`src/jsf_pkg.sv`:
```
`timescale 1ns / 1ps
package jsf_pkg;

   localparam int LEN_W   = 16;
   localparam int CHUNK_W = 9;
   localparam int SLOTS   = 3;

   localparam logic CMD_START = 1'b0;
   localparam logic CMD_BIT   = 1'b1;

   localparam logic [1:0] KIND_HEADER = 2'd0;
   localparam logic [1:0] KIND_DATA   = 2'd1;
   localparam logic [1:0] KIND_PAD    = 2'd2;

   typedef struct packed {
      logic             cmd;
      logic [LEN_W-1:0] seq_length;
      logic             raise_last_tms;
      logic             tdi_bit;
   } req_type;

   typedef struct packed {
      logic [7:0] spi_byte;
      logic [1:0] byte_kind;
      logic       end_of_transfer;
   } result_type;

   // all words caused by one accepted request, oldest in slot 0
   typedef struct packed {
      logic [1:0]                  count;
      result_type [SLOTS-1:0]      slot;
   } bundle_type;

endpackage

```
`src/jsf_if.sv`:
```
`timescale 1ns / 1ps
interface jsf_req_if;
   logic                          valid;
   logic                          ready;
   logic                          cmd;
   logic [jsf_pkg::LEN_W-1:0]     seq_length;
   logic                          raise_last_tms;
   logic                          tdi_bit;

   modport source (output valid, cmd, seq_length, raise_last_tms, tdi_bit, input ready);
   modport sink (input valid, cmd, seq_length, raise_last_tms, tdi_bit, output ready);
endinterface

interface jsf_rsp_if;
   logic       valid;
   logic       ready;
   logic [7:0] spi_byte;
   logic [1:0] byte_kind;
   logic       end_of_transfer;
   logic       last_of_run;

   modport source (output valid, spi_byte, byte_kind, end_of_transfer, last_of_run,
                   input ready);
   modport sink (input valid, spi_byte, byte_kind, end_of_transfer, last_of_run,
                 output ready);
endinterface

```
`src/jsf_front.sv`:
```
`timescale 1ns / 1ps
module jsf_front #(
   parameter int CHUNK_SIZE = 256
) (
   input  logic                 clock,
   input  logic                 reset,
   input  logic                 accept,
   input  jsf_pkg::req_type     item,
   output logic                 push,
   output jsf_pkg::bundle_type  bundle
);
   import jsf_pkg::*;

   localparam logic [LEN_W-1:0] CHUNK_LEN = LEN_W'(CHUNK_SIZE);

   logic               active_ff, active_in;
   logic [LEN_W-1:0]   bits_ff, bits_in;
   logic [CHUNK_W-1:0] chunk_ff, chunk_in;
   logic [1:0]         pair_ff, pair_in;
   logic [7:0]         acc_ff, acc_in;
   logic               raise_ff, raise_in;
   logic               pad_ff, pad_in;

   always_ff @(posedge clock) begin
      if (reset) begin
         active_ff <= 1'b0;
         bits_ff   <= '0;
         chunk_ff  <= '0;
         pair_ff   <= '0;
         acc_ff    <= '0;
         raise_ff  <= 1'b0;
         pad_ff    <= 1'b0;
      end else begin
         active_ff <= active_in;
         bits_ff   <= bits_in;
         chunk_ff  <= chunk_in;
         pair_ff   <= pair_in;
         acc_ff    <= acc_in;
         raise_ff  <= raise_in;
         pad_ff    <= pad_in;
      end
   end

   logic [LEN_W-1:0]   open_src;
   logic [LEN_W-1:0]   open_size;
   logic [LEN_W-1:0]   bits_dec;
   logic [CHUNK_W-1:0] chunk_dec;
   logic [1:0]         pair_val;
   logic [7:0]         acc_new;
   logic               tms;

   // shared chunk sizing for the start path and the chunk roll-over path
   always_comb begin
      open_src  = (item.cmd == CMD_START) ? item.seq_length : bits_dec;
      open_size = (open_src > CHUNK_LEN) ? CHUNK_LEN : open_src;
   end

   always_comb begin
      bits_dec  = bits_ff - 1'b1;
      chunk_dec = chunk_ff - 1'b1;
      tms       = raise_ff && (bits_ff == LEN_W'(1));
      pair_val  = {tms, item.tdi_bit};
      acc_new   = acc_ff | ({pair_val, 6'b0} >> {pair_ff, 1'b0});
   end

   logic [1:0] n;

   always_comb begin
      active_in = active_ff;
      bits_in   = bits_ff;
      chunk_in  = chunk_ff;
      pair_in   = pair_ff;
      acc_in    = acc_ff;
      raise_in  = raise_ff;
      pad_in    = pad_ff;
      bundle    = '0;
      n         = 2'd0;
      if (accept) begin
         if (item.cmd == CMD_START) begin
            active_in = 1'b0;
            bits_in   = '0;
            chunk_in  = '0;
            pair_in   = '0;
            acc_in    = '0;
            raise_in  = 1'b0;
            pad_in    = 1'b0;
            if (item.seq_length != '0) begin
               active_in = 1'b1;
               bits_in   = item.seq_length;
               raise_in  = item.raise_last_tms;
               pad_in    = (item.seq_length[1:0] == 2'b00);
               chunk_in  = open_size[CHUNK_W-1:0];
               bundle.slot[n] = '{spi_byte: open_size[7:0] - 8'd1,
                                  byte_kind: KIND_HEADER, end_of_transfer: 1'b0};
               n = n + 2'd1;
            end
         end else if (active_ff && chunk_ff != '0 && bits_ff != '0) begin
            bits_in  = bits_dec;
            chunk_in = chunk_dec;
            if (pair_ff == 2'd3 || chunk_dec == '0) begin
               bundle.slot[n] = '{spi_byte: acc_new, byte_kind: KIND_DATA,
                                  end_of_transfer: (chunk_dec == '0) && !pad_ff};
               n       = n + 2'd1;
               acc_in  = '0;
               pair_in = '0;
            end else begin
               acc_in  = acc_new;
               pair_in = pair_ff + 2'd1;
            end
            if (chunk_dec == '0) begin
               if (pad_ff) begin
                  bundle.slot[n] = '{spi_byte: 8'd0, byte_kind: KIND_PAD,
                                     end_of_transfer: 1'b1};
                  n = n + 2'd1;
               end
               if (bits_dec != '0) begin
                  chunk_in = open_size[CHUNK_W-1:0];
                  pair_in  = '0;
                  acc_in   = '0;
                  bundle.slot[n] = '{spi_byte: open_size[7:0] - 8'd1,
                                     byte_kind: KIND_HEADER, end_of_transfer: 1'b0};
                  n = n + 2'd1;
               end else begin
                  active_in = 1'b0;
                  bits_in   = '0;
                  chunk_in  = '0;
                  pair_in   = '0;
                  acc_in    = '0;
                  raise_in  = 1'b0;
                  pad_in    = 1'b0;
               end
            end
         end
      end
      bundle.count = n;
      push         = (n != 2'd0);
   end

endmodule

```
`src/jsf_queue.sv`:
```
`timescale 1ns / 1ps
module jsf_queue #(
   parameter int DEPTH = 4
) (
   input  logic                 clock,
   input  logic                 reset,
   input  logic                 push,
   input  jsf_pkg::bundle_type  push_data,
   input  logic                 pop,
   output jsf_pkg::bundle_type  head,
   output logic                 empty,
   output logic                 full
);
   import jsf_pkg::*;

   localparam int PTR_W = (DEPTH > 1) ? $clog2(DEPTH) : 1;
   localparam int CNT_W = $clog2(DEPTH + 1);
   localparam logic [PTR_W-1:0] LAST = PTR_W'(DEPTH - 1);

   bundle_type         mem [DEPTH];
   logic [PTR_W-1:0]   wr_ff, wr_in;
   logic [PTR_W-1:0]   rd_ff, rd_in;
   logic [CNT_W-1:0]   count_ff, count_in;

   always_ff @(posedge clock) begin
      if (push) begin
         mem[wr_ff] <= push_data;
      end
   end

   always_ff @(posedge clock) begin
      if (reset) begin
         wr_ff    <= '0;
         rd_ff    <= '0;
         count_ff <= '0;
      end else begin
         wr_ff    <= wr_in;
         rd_ff    <= rd_in;
         count_ff <= count_in;
      end
   end

   always_comb begin
      wr_in    = push ? ((wr_ff == LAST) ? '0 : wr_ff + 1'b1) : wr_ff;
      rd_in    = pop ? ((rd_ff == LAST) ? '0 : rd_ff + 1'b1) : rd_ff;
      count_in = count_ff;
      if (push && !pop) begin
         count_in = count_ff + 1'b1;
      end else if (pop && !push) begin
         count_in = count_ff - 1'b1;
      end
   end

   assign head  = mem[rd_ff];
   assign empty = (count_ff == '0);
   assign full  = (count_ff == CNT_W'(DEPTH));

   a_no_overflow: assert property (@(posedge clock) disable iff (reset) push |-> !full)
      else $error("queue written while full");
   a_no_underflow: assert property (@(posedge clock) disable iff (reset) pop |-> !empty)
      else $error("queue read while empty");
   a_count_bound: assert property (@(posedge clock) disable iff (reset)
      count_ff <= CNT_W'(DEPTH))
      else $error("queue fill count out of range");
   a_count_step: assert property (@(posedge clock) disable iff (reset)
      (push && pop) |=> $stable(count_ff))
      else $error("queue count moved on simultaneous push and pop");

endmodule

```
`src/jsf_back.sv`:
```
`timescale 1ns / 1ps
module jsf_back (
   input  logic                 clock,
   input  logic                 reset,
   input  jsf_pkg::bundle_type  head,
   input  logic                 empty,
   output logic                 pop,
   input  logic                 out_ready,
   output logic                 out_valid,
   output jsf_pkg::result_type  out_result,
   output logic                 out_last
);
   import jsf_pkg::*;

   logic       valid_ff, valid_in;
   logic [1:0] idx_ff, idx_in;
   result_type result_ff;
   logic       last_ff;
   logic       load;
   logic       at_end;

   always_comb begin
      load     = !empty && (!valid_ff || out_ready);
      at_end   = (idx_ff == head.count - 2'd1);
      pop      = load && at_end;
      idx_in   = load ? (at_end ? 2'd0 : idx_ff + 2'd1) : idx_ff;
      valid_in = load ? 1'b1 : (out_ready ? 1'b0 : valid_ff);
   end

   always_ff @(posedge clock) begin
      if (reset) begin
         valid_ff <= 1'b0;
         idx_ff   <= '0;
      end else begin
         valid_ff <= valid_in;
         idx_ff   <= idx_in;
      end
   end

   always_ff @(posedge clock) begin
      if (load) begin
         result_ff <= head.slot[idx_ff];
         last_ff   <= at_end;
      end
   end

   assign out_valid  = valid_ff;
   assign out_result = result_ff;
   assign out_last   = last_ff;

endmodule

```
`src/jtag_shift_spi_framer_unit.sv`:
```
`timescale 1ns / 1ps
// channel   dir  word contents
// req_if    in   cmd, seq_length, raise_last_tms, tdi_bit
// rsp_if    out  spi_byte, byte_kind, end_of_transfer, last_of_run
//
// one request word per cycle; the front end updates the sequence state and
// emits all of that word's results (up to three) as one bundle in the same cycle
// the back end sends one response word per ready cycle from its output register
// req_ready drops only when the bundle queue (QUEUE_DEPTH entries) is full
// synchronous active-high reset empties the queue and clears the sequence state
module jtag_shift_spi_framer_unit #(
   parameter int CHUNK_SIZE  = 256,
   parameter int QUEUE_DEPTH = 4
) (
   input  logic         clock,
   input  logic         reset,
   jsf_req_if.sink      req_if,
   jsf_rsp_if.source    rsp_if
);
   import jsf_pkg::*;

   req_type    item;
   bundle_type push_bundle;
   bundle_type head;
   result_type out_result;
   logic       accept;
   logic       push;
   logic       pop;
   logic       empty;
   logic       full;

   // request word is taken whenever the queue has a free bundle slot
   assign req_if.ready = !full;
   assign accept       = req_if.valid && !full;

   assign item = '{cmd: req_if.cmd, seq_length: req_if.seq_length,
                   raise_last_tms: req_if.raise_last_tms, tdi_bit: req_if.tdi_bit};

   // front end: sequence tracking, byte packing and chunk framing
   jsf_front #(
      .CHUNK_SIZE (CHUNK_SIZE)
   ) u_front (
      .clock  (clock),
      .reset  (reset),
      .accept (accept),
      .item   (item),
      .push   (push),
      .bundle (push_bundle)
   );

   // decouples the front end from a stalled response side
   jsf_queue #(
      .DEPTH (QUEUE_DEPTH)
   ) u_queue (
      .clock     (clock),
      .reset     (reset),
      .push      (push),
      .push_data (push_bundle),
      .pop       (pop),
      .head      (head),
      .empty     (empty),
      .full      (full)
   );

   // back end: unpacks each bundle into single response words
   jsf_back u_back (
      .clock      (clock),
      .reset      (reset),
      .head       (head),
      .empty      (empty),
      .pop        (pop),
      .out_ready  (rsp_if.ready),
      .out_valid  (rsp_if.valid),
      .out_result (out_result),
      .out_last   (rsp_if.last_of_run)
   );

   assign rsp_if.spi_byte        = out_result.spi_byte;
   assign rsp_if.byte_kind       = out_result.byte_kind;
   assign rsp_if.end_of_transfer = out_result.end_of_transfer;

endmodule

```
`src/flat_wrapper.sv`:
```
// flat-port wrapper written by rule: the top's interface ports become plain ports
module jtag_shift_spi_framer_unit_flat import jsf_pkg::*;
#(
   parameter int CHUNK_SIZE  = 256,
   parameter int QUEUE_DEPTH = 4
)
  (clock, reset, req_if_valid, req_if_cmd, req_if_seq_length, req_if_raise_last_tms, req_if_tdi_bit, req_if_ready, rsp_if_valid, rsp_if_spi_byte, rsp_if_byte_kind, rsp_if_end_of_transfer, rsp_if_last_of_run, rsp_if_ready);
  jsf_req_if req_if_i ();
  jsf_rsp_if rsp_if_i ();
  input  logic clock;
  input  logic reset;
  input wire logic [$bits(req_if_i.valid)-1:0] req_if_valid;
  input wire logic [$bits(req_if_i.cmd)-1:0] req_if_cmd;
  input wire logic [$bits(req_if_i.seq_length)-1:0] req_if_seq_length;
  input wire logic [$bits(req_if_i.raise_last_tms)-1:0] req_if_raise_last_tms;
  input wire logic [$bits(req_if_i.tdi_bit)-1:0] req_if_tdi_bit;
  output wire logic [$bits(req_if_i.ready)-1:0] req_if_ready;
  output wire logic [$bits(rsp_if_i.valid)-1:0] rsp_if_valid;
  output wire logic [$bits(rsp_if_i.spi_byte)-1:0] rsp_if_spi_byte;
  output wire logic [$bits(rsp_if_i.byte_kind)-1:0] rsp_if_byte_kind;
  output wire logic [$bits(rsp_if_i.end_of_transfer)-1:0] rsp_if_end_of_transfer;
  output wire logic [$bits(rsp_if_i.last_of_run)-1:0] rsp_if_last_of_run;
  input wire logic [$bits(rsp_if_i.ready)-1:0] rsp_if_ready;
  assign req_if_i.valid = req_if_valid;
  assign req_if_i.cmd = req_if_cmd;
  assign req_if_i.seq_length = req_if_seq_length;
  assign req_if_i.raise_last_tms = req_if_raise_last_tms;
  assign req_if_i.tdi_bit = req_if_tdi_bit;
  assign req_if_ready = req_if_i.ready;
  assign rsp_if_valid = rsp_if_i.valid;
  assign rsp_if_spi_byte = rsp_if_i.spi_byte;
  assign rsp_if_byte_kind = rsp_if_i.byte_kind;
  assign rsp_if_end_of_transfer = rsp_if_i.end_of_transfer;
  assign rsp_if_last_of_run = rsp_if_i.last_of_run;
  assign rsp_if_i.ready = rsp_if_ready;
  jtag_shift_spi_framer_unit #(.CHUNK_SIZE(CHUNK_SIZE), .QUEUE_DEPTH(QUEUE_DEPTH)) u_core (.clock(clock), .reset(reset), .req_if(req_if_i), .rsp_if(rsp_if_i));
endmodule
```
`config.mk`:
```
export PLATFORM = sky130hd
export DESIGN_NAME = jtag_shift_spi_framer_unit_flat
export DESIGN_NICKNAME = d
export VERILOG_FILES = /design/src/jsf_pkg.sv /design/src/jsf_if.sv /design/src/jsf_front.sv /design/src/jsf_queue.sv /design/src/jsf_back.sv /design/src/jtag_shift_spi_framer_unit.sv /design/src/flat_wrapper.sv
export SDC_FILE = /design/constraint.sdc
export NUM_CORES = 1
export LEC_CHECK = 0
export BUFFER_PORTS_ARGS = -buffer_cell sky130_fd_sc_hd__buf_2
export CAP_MARGIN = 40
export CORE_MARGIN = 4
export CORE_UTILIZATION = 62
export DETAILED_ROUTE_END_ITERATION = 8
export PLACE_DENSITY = 0.84
export SYNTH_ARGS = -nofsm -noshare
export SYNTH_HDL_FRONTEND = slang
export SYNTH_HIERARCHICAL = 1
export SYNTH_SLANG_ARGS = --single-unit
```
`constraint.sdc`:
```
create_clock -name clock -period 5.4 [get_ports clock]
set_input_delay 1.08 -clock clock [delete_from_list [all_inputs] [get_ports clock]]
set_output_delay 1.08 -clock clock [all_outputs]
set_load 0.005 [all_outputs]
```
==> results.py, run 1 <==
metrics = {
    "sta": {
        "final.min_clock_period_ps": 4500,
        "layout_worst_path_cycle_share": 0.834,
        "timing.slew.headroom": 0.360,
        "setup_viol": 0,
        "setup_ws_ps": 898,
        "timing_max_transition_violations_final": 0,
        "tightest_slew_ps": 953,
        "worst_clock_skew_ps": 13.2,
        "final_number_of_hold_violating_endpoints": 0,
        "finalSetupTns_ps": 0,
        "max_freq_mhz": 222,
        "unrepaired_setup_endpoints_after_global_routing": "false",
    },
    "cells_and_area": {
        "insertedDiodeCount": 0,
        "num-nets-final": 851,
        "most-common-layout-cells": "edfxtp_1, nor2_1, nand2_1",
        "share_of_cells_above_drive_strength_1": 0.181,
        "mostFrequentLayoutCell": "edfxtp_1",
        "flow.area_growth_from_synthesis_pct": 10.5,
    },
    "clocking": {
        "tritoncts": "done",
        "clk_pin_slew_worst_paths_ps": 60,
        "insertion_delay_ps": 480,
        "post_cts.resized_instances": 0,
        "htree_levels": 1,
        "root_buf_cell": "clkbuf_16",
        "cts.repair_timing.setup_buffer_count": 0,
        "max_root_sink_buffers": 3,
        "clock_sinks": 202,
        "postCtsHoldBufs": 0,
        "number_of_buffers_created_by_cts": 21,
    },
    "worst_setup_path": {
        "startpoint_type": "flip-flop",
        "timing.critical_path.slowest_cell_delay_ps": 720,
        "timing.reg2reg.worst_path_depth": 14,
        "critical_path.n_buffers_inverters": 2,
        "path_cells": "inv_1 > ha_1 > nor3b_2 > xnor2_2 > a21oi_2 > or4_1 > o31ai_4 > nand3_1 > ha_1 > inv_1 > o32ai_1 > a41o_1 > nor4_1 > nor2_1",
        "critPathTopFamily": "simple AND/OR/NAND/NOR gates",
        "timing.reg2reg.setup_slack_ps": 900,
        "worstPathArrival_ps": 4690,
        "worst-path-max-fanout": 8,
        "reg2reg_to": "u_core/u_queue/mem[1][18]$_DFFE_PP_",
        "cp_max_stage_cell": "or4_1",
        "r2r_start": "u_core/u_front/bits_ff[0]$_SDFFE_PP0P_",
        "timing.critical_path.required_ps": 5580,
        "setup.worst_path.start": "u_core/u_front/bits_ff[0]$_SDFFE_PP0P_",
        "cp-end-kind": "flip-flop",
        "logic_depth_of_the_worst_path_buffers_included": 14,
        "critPathKind": "flip-flop to flip-flop",
        "cp-endpoint": "u_core/u_queue/mem[1][18]$_DFFE_PP_",
    },
    "logic_synthesis": {
        "ys_types": 87,
        "yosysWarnings": 6,
        "synth_area_per_cell_sq_um": 12.6,
        "yosysSeqAreaShare": 0.573,
        "async_flop_share": 0,
        "synth.ff_latch_count": 202,
        "post_synth_edffs": 152,
        "area_of_the_mapped_netlist_sq_um": 9710,
        "syn-instance-count": 772,
        "most_frequently_used_flop_master_after_synthesis": "edfxtp_1",
    },
    "route": {
        "drtAntennaViolNets": 0,
        "via_per_inst": 6.46,
        "drt-total-wl_um": 23400,
        "via_count": 6689,
        "drtIter0Drc": 508,
        "detail_route.drc_violations": 0,
        "detail_route.wl_per_cell_um": 22.5,
        "drt_pre_antenna_iters": 5,
    },
    "grt": {
        "grt_antenna_before_repair": 0,
        "pin_count_of_the_biggest_net_entering_global_routing": 49,
        "grt_overflow": 0,
        "grt_use_met3": 0.0302,
        "first_global_vias": 6657,
        "globalRouteTotalUtil": 0.262,
        "globalRoute.busiestLayer": "met2",
        "globalRouteMet2Util": 0.468,
        "grt_first_pass_wirelength_um": 36500,
        "globalRouteMet1Util": 0.332,
    },
    "placement": {
        "preCtsSetupSlack_ps": 566,
        "io_buffer_count": 36,
        "dp_hpwl_um": 15500,
        "globalplace.congestion": 0.925,
    },
    "pwr": {
        "switching_component_of_the_power_mw": 1.51,
        "p_per_area_nw_per_um2": 444,
        "p_seq_frac": 0.418,
        "vdd_drop_max_uv": 259,
        "pwr-share-comb": 0.294,
        "switching_share": 0.317,
        "power_leakage_nw": 3.78,
        "relative_contribution_of_the_clock_network_to_total_power": 0.289,
        "int_pwr_mw": 3.25,
    },
    "job": {
        "drv_cap": 0,
    },
    "floorplanning": {
        "die_height_um": 133,
        "die_area_sq_um": 17700,
        "core_area_sq_um": 15300,
        "num_rows": 45,
        "boundaryPins": 37,
        "start_util": 0.636,
        "dieWidth_um": 133,
    },
    "outcome": {
        "status": "finished clean",
    },
    "hold_path": {
        "timing.hold.worst_path_depth": 2,
        "worst_hold_path_type": "flip-flop to flip-flop",
    },
}
==> state kept, by name, indices dropped and copies added (netlist names), named ones only <==
name	count
u_core/u_back/idx_ff	2
u_core/u_back/out_last	1
u_core/u_back/out_result	11
u_core/u_back/out_valid	1
u_core/u_front/acc_ff	8
u_core/u_front/active_ff	1
u_core/u_front/bits_ff	16
u_core/u_front/chunk_ff	9
u_core/u_front/pad_ff	1
u_core/u_front/pair_ff	2
u_core/u_front/raise_ff	1
u_core/u_queue/count_ff	3
u_core/u_queue/mem	140
u_core/u_queue/rd_ff	2
u_core/u_queue/wr_ff	2
==> logic make-up after synthesis <==
group | synth area share
compound gates | 0.119
simple gates | 0.128
mux | 0.102
xor+xnor | 0.0152
buf+inv | 0.0391
flops | 0.573
other cells | 0.000386
fa+ha+maj | 0.0227
==> power by group through the flow <==
| stage | logic [mW] | clock network, mW | registers (mW) |
|---|---|---|---|
| 3_5_place_dp | 1.37 | 0 | 2.02 |
| 4_1_cts | 1.39 | 1.39 | 1.99 |
| 3_3_place_gp | 1.33 | 0 | 2.01 |
| 5_1_grt | 1.52 | 1.47 | 2.00 |
| 6_report | 1.40 | 1.37 | 1.99 |
| 2_1_floorplan | 0.980 | 0 | 1.96 |
==> worst min-delay path by stage <==
stage	slack, ps	end	startpoint
3_3_place_gp	460	u_core/u_front/acc_ff[1]$_SDFFE_PP0P_	u_core/u_front/acc_ff[1]$_SDFFE_PP0P_
4_1_cts	480	u_core/u_front/acc_ff[6]$_SDFFE_PP0P_	u_core/u_front/acc_ff[6]$_SDFFE_PP0P_
2_1_floorplan	420	u_core/u_front/active_ff$_SDFFE_PP0P_	u_core/u_front/active_ff$_SDFFE_PP0P_
6_report	480	u_core/u_front/acc_ff[6]$_SDFFE_PP0P_	u_core/u_front/acc_ff[6]$_SDFFE_PP0P_
3_5_place_dp	480	u_core/u_front/acc_ff[6]$_SDFFE_PP0P_	u_core/u_front/acc_ff[6]$_SDFFE_PP0P_
5_1_grt	500	u_core/u_front/acc_ff[6]$_SDFFE_PP0P_	u_core/u_front/acc_ff[6]$_SDFFE_PP0P_
==> stage by stage <==
step | util | cells | instance area, sq um | hold WS [ps] | total power [mW]
floorplan | - | 775 | 9720 | 420 | 2.94
finish | 0.703 | 1036 | 10700 | 480 | 4.76
global placement | 0.657 | 996 | 10000 | 464 | 3.34
CTS | 0.702 | 1035 | 10700 | 484 | 4.77
detailed placement | 0.659 | 998 | 10100 | 476 | 3.39
global route | 0.703 | 1036 | 10700 | 503 | 4.99
==> final cells by class <==
cell class / instances / area (sq um)
Clock buffer: 23 / 533
Fill cell: 1015 / 4530
Clock inverter: 14 / 125
Timing Repair Buffer: 58 / 365
Inverter: 26 / 97.6
Tap cell: 211 / 264
Sequential cell: 202 / 5570
Multi-Input combinational cell: 502 / 3780
==> Yosys cell counts, types with 16 or more instances <==
master,count,share of area
nor2_1,78,0.030
nand2_1,51,0.020
nor3_1,19,0.0098
ha_1,16,0.021
edfxtp_1,152,0.47
clkbuf_1,21,0.0081
inv_1,24,0.0093
mux4_2,30,0.070
dfxtp_1,50,0.10
a21oi_1,39,0.020
mux2i_1,16,0.016
o21ai_0,32,0.016
==> worst register-to-register path, delay by kind of cell, from the launching register on <==
kind            cells  cell delay, ps
simple gates        5            1970
compound gates      4             770
fa+ha+maj           2             560
flops               1             380
buf+inv             2             330
xor+xnor            1             210
==> per-layer routing <==
| metal | part of all wire | vias to the layer above | wire (um) |
|---|---|---|---|
| li1 | - | 3046 | - |
| met1 | 0.40 | 3355 | 9310 |
| met2 | 0.51 | 244 | 12000 |
| met3 | 0.054 | 44 | 1250 |
| met4 | 0.033 | 0 | 778 |
| met5 | 0 | - | 0 |
(Power assumes the default switching activity.)
==> run 2: changes to the inputs <==
ABC_AREA = 1   (was unset)
clock period = 4.4 ns   (was 5.4 ns; I/O delays follow)
==> run 2 against run 1 <==
  * Via count increased by 14%
  * Largest power group unchanged
  * Critical endpoint is now u_core/u_queue/count_ff[2]$_SDFFE_PP0P_
  * Register-to-register slack worse by 410 ps
  * Synthesized cell count up 34%
  * Synthesized area is 0.46% higher
  * Largest cell class unchanged
  * Clock skew rose by 5.5 ps
  * Clock-buffer cell count is 3 higher
==> results.py, run 2 <==
metrics = {
    "worst_setup_path": {
        "critical_path.n_buffers_inverters": 6,
        "cp-end-kind": "flip-flop",
        "startpoint_type": "flip-flop",
        "critPathTopFamily": "simple AND/OR/NAND/NOR gates",
        "timing.critical_path.required_ps": 4800,
        "critPathKind": "flip-flop to flip-flop",
        "path_cells": "inv_1 > ha_1 > nand2_1 > xor2_1 > nand3_1 > nor2_1 > nand4_1 > nand2_1 > inv_1 > ha_1 > inv_1 > nor2_1 > nor3_2 > or2_1 > ha_1 > inv_1 > fa_1 > inv_1 > nand2_1 > nand3_1 > nand2_1 > inv_1 > nor2_1",
        "worst-path-max-fanout": 6,
        "critical_path_most_common_cell": "inv_1",
        "timing.critical_path.slowest_cell_delay_ps": 400,
        "worstPathArrival_ps": 4320,
        "cp_max_stage_cell": "dfxtp_1",
    },
    "sta": {
        "max_freq_mhz": 255,
        "timing.slew.headroom": 0.490,
        "finalSetupTns_ps": 0,
        "setup_viol": 0,
        "final_number_of_hold_violating_endpoints": 0,
        "timing_max_transition_violations_final": 0,
        "worst_clock_skew_ps": 18.6,
        "layout_worst_path_cycle_share": 0.890,
        "tightest_slew_ps": 764,
        "final.min_clock_period_ps": 3910,
        "unrepaired_setup_endpoints_after_global_routing": "false",
    },
    "logic_synthesis": {
        "yosysWarnings": 6,
        "syn-instance-count": 1038,
        "most_frequently_used_flop_master_after_synthesis": "edfxtp_1",
        "synth_area_per_cell_sq_um": 9.40,
        "synthTopCellsByArea": "edfxtp_1, dfxtp_1, nor2_1, nand2_1, o21ai_0",
        "post_synth_edffs": 152,
        "post_synth_most_frequent_cells": "nor2_1, edfxtp_1, nand2_1",
        "synth.ff_latch_count": 202,
        "synth_top_cell_by_area": "edfxtp_1",
        "yosysSeqAreaShare": 0.571,
        "async_flop_share": 0,
        "area_of_the_mapped_netlist_sq_um": 9750,
        "most_frequent_cell_after_synthesis": "nor2_1",
        "netlist.area_leader.share": 0.468,
        "ys_types": 44,
    },
    "clocking": {
        "postCtsHoldBufs": 0,
        "htree_levels": 1,
        "root_buf_cell": "clkbuf_16",
        "post_cts.resized_instances": 0,
        "clock_sinks": 202,
        "max_root_sink_buffers": 3,
        "insertion_delay_ps": 500,
        "clk_pin_slew_worst_paths_ps": 60,
        "number_of_buffers_created_by_cts": 22,
        "cts.repair_timing.setup_buffer_count": 0,
        "tritoncts": "done",
    },
    "floorplanning": {
        "core_area_sq_um": 15300,
        "die_area_sq_um": 17800,
        "num_rows": 45,
        "start_util": 0.637,
        "boundaryPins": 37,
        "dieWidth_um": 133,
        "die_height_um": 133,
    },
    "route": {
        "drt_pre_antenna_iters": 5,
        "met2WireLength_um": 11200,
        "wl_met1_um": 9250,
        "drtIter0Drc": 810,
        "via_per_inst": 5.91,
        "detail_route.drc_violations": 0,
        "drtAntennaViolNets": 0,
        "routed-wl-met3_um": 1950,
        "drt-total-wl_um": 23000,
        "via_count": 7642,
        "maxUsedRoutingLayer": "met4",
        "detail_route.wl_per_cell_um": 17.8,
    },
    "pwr": {
        "int_pwr_mw": 4.02,
        "power_leakage_nw": 4.20,
        "p_per_area_nw_per_um2": 585,
        "switching_component_of_the_power_mw": 2.24,
        "switching_share": 0.358,
        "p_seq_frac": 0.390,
        "power.total_mw": 6.26,
        "pwr-share-comb": 0.326,
        "vdd_drop_max_uv": 542,
        "relative_contribution_of_the_clock_network_to_total_power": 0.284,
    },
    "cells_and_area": {
        "share_of_cells_above_drive_strength_1": 0.118,
        "finalInstanceArea_sq_um": 10700,
        "largest_register": "u_core/u_queue/mem",
        "flow.area_growth_from_synthesis_pct": 9.88,
        "number_of_flip_flops_under_the_largest_register_name": 140,
        "insertedDiodeCount": 0,
        "mostFrequentLayoutCell": "nor2_1",
        "num-nets-final": 1105,
        "most-common-layout-cells": "nor2_1, edfxtp_1, nand2_1",
    },
    "hold_path": {
        "worst_hold_path_type": "flip-flop to flip-flop",
    },
    "job": {
        "drv_cap": 0,
    },
    "outcome": {
        "status": "finished clean",
    },
    "grt": {
        "first_global_vias": 7188,
        "grt_overflow": 0,
        "grt_first_pass_wirelength_um": 36300,
        "grt_antenna_before_repair": 0,
        "globalRouteTotalUtil": 0.253,
        "pin_count_of_the_biggest_net_entering_global_routing": 71,
    },
    "placement": {
        "globalplace.congestion": 0.986,
        "placed_cell_areas_sq_um": 10000,
        "dp_hpwl_um": 14600,
        "io_buffer_count": 36,
    },
}
-- run 2: cell types whose count changed after synthesis, sizes merged, moves of 29 or more --
cell / previous run / this run
inv: 25 / 89
o22ai: 8 / 37
nand2: 51 / 151
nand3: 13 / 53
nor2: 78 / 173
mux4: 35 / 0
o21ai: 34 / 138
-- run 2: cells by family (layout without fill, tap and decap cells) --
group,Yosys count,after routing,synth area share
AO/OA/AOI/OAI,251,251,0.141
XOR/XNOR,11,11,0.0106
adder cells (fa/ha/maj),17,17,0.0226
flip-flops,202,202,0.571
other,1,4,0.000384
AND/OR/NAND/NOR,418,418,0.190
buffers and inverters,138,178,0.0645
-- run 2: path summary, 6_finish.rpt --
check	from	to	slack (ps)	cells after the start
max	u_core/u_front/chunk_ff[0]$_SDFFE_PP0P_	u_core/u_queue/count_ff[2]$_SDFFE_PP0P_	490	23
min	u_core/u_front/acc_ff[5]$_SDFFE_PP0P_	u_core/u_front/acc_ff[5]$_SDFFE_PP0P_	460	2
max reg2reg	u_core/u_front/chunk_ff[0]$_SDFFE_PP0P_	u_core/u_queue/count_ff[2]$_SDFFE_PP0P_	490	23
min reg2reg	u_core/u_front/acc_ff[5]$_SDFFE_PP0P_	u_core/u_front/acc_ff[5]$_SDFFE_PP0P_	460	2
-- run 2: tightest hold or removal path: stages, from the launching register on --
cell,delay [ps]
dfxtp_1,310
nand2_1,60
a21oi_1,50
-- run 2: final cells by class --
type / instances / area, sq um
inverters: 91 / 344
multi-input cells: 701 / 3570
clock inverters: 14 / 119
fillers: 1141 / 4600
repair buffers: 47 / 263
well taps: 211 / 264
flip-flops and latches: 202 / 5570
clock buffers: 26 / 587
-- run 2: stage by stage --
stage                      util  cells  hold slack [ps]  setup WS, ps
final                     0.700   1292              457           486
after global routing      0.700   1292              475           227
after CTS                 0.700   1292              458           582
after detailed placement  0.654   1252              449           641
after global placement    0.654   1252              445           653
after floorplan               -   1041              437           981
-- run 2: per-layer routing --
metal	global-route usage	vias to the layer above
met5	0	-
met4	0.0794	0
met3	0.0370	55
met2	0.425	381
met1	0.342	3550
li1	-	3656
-- run 2: power by group through the flow --
stage               combinational, mW  clock [mW]  sequential (mW)
finish                           2.04        1.78             2.45
CTS                              2.01        1.80             2.44
detailed placement               1.99           0             2.48
global route                     2.27        1.88             2.47
global placement                 1.94           0             2.47
floorplan                        1.54           0             2.44
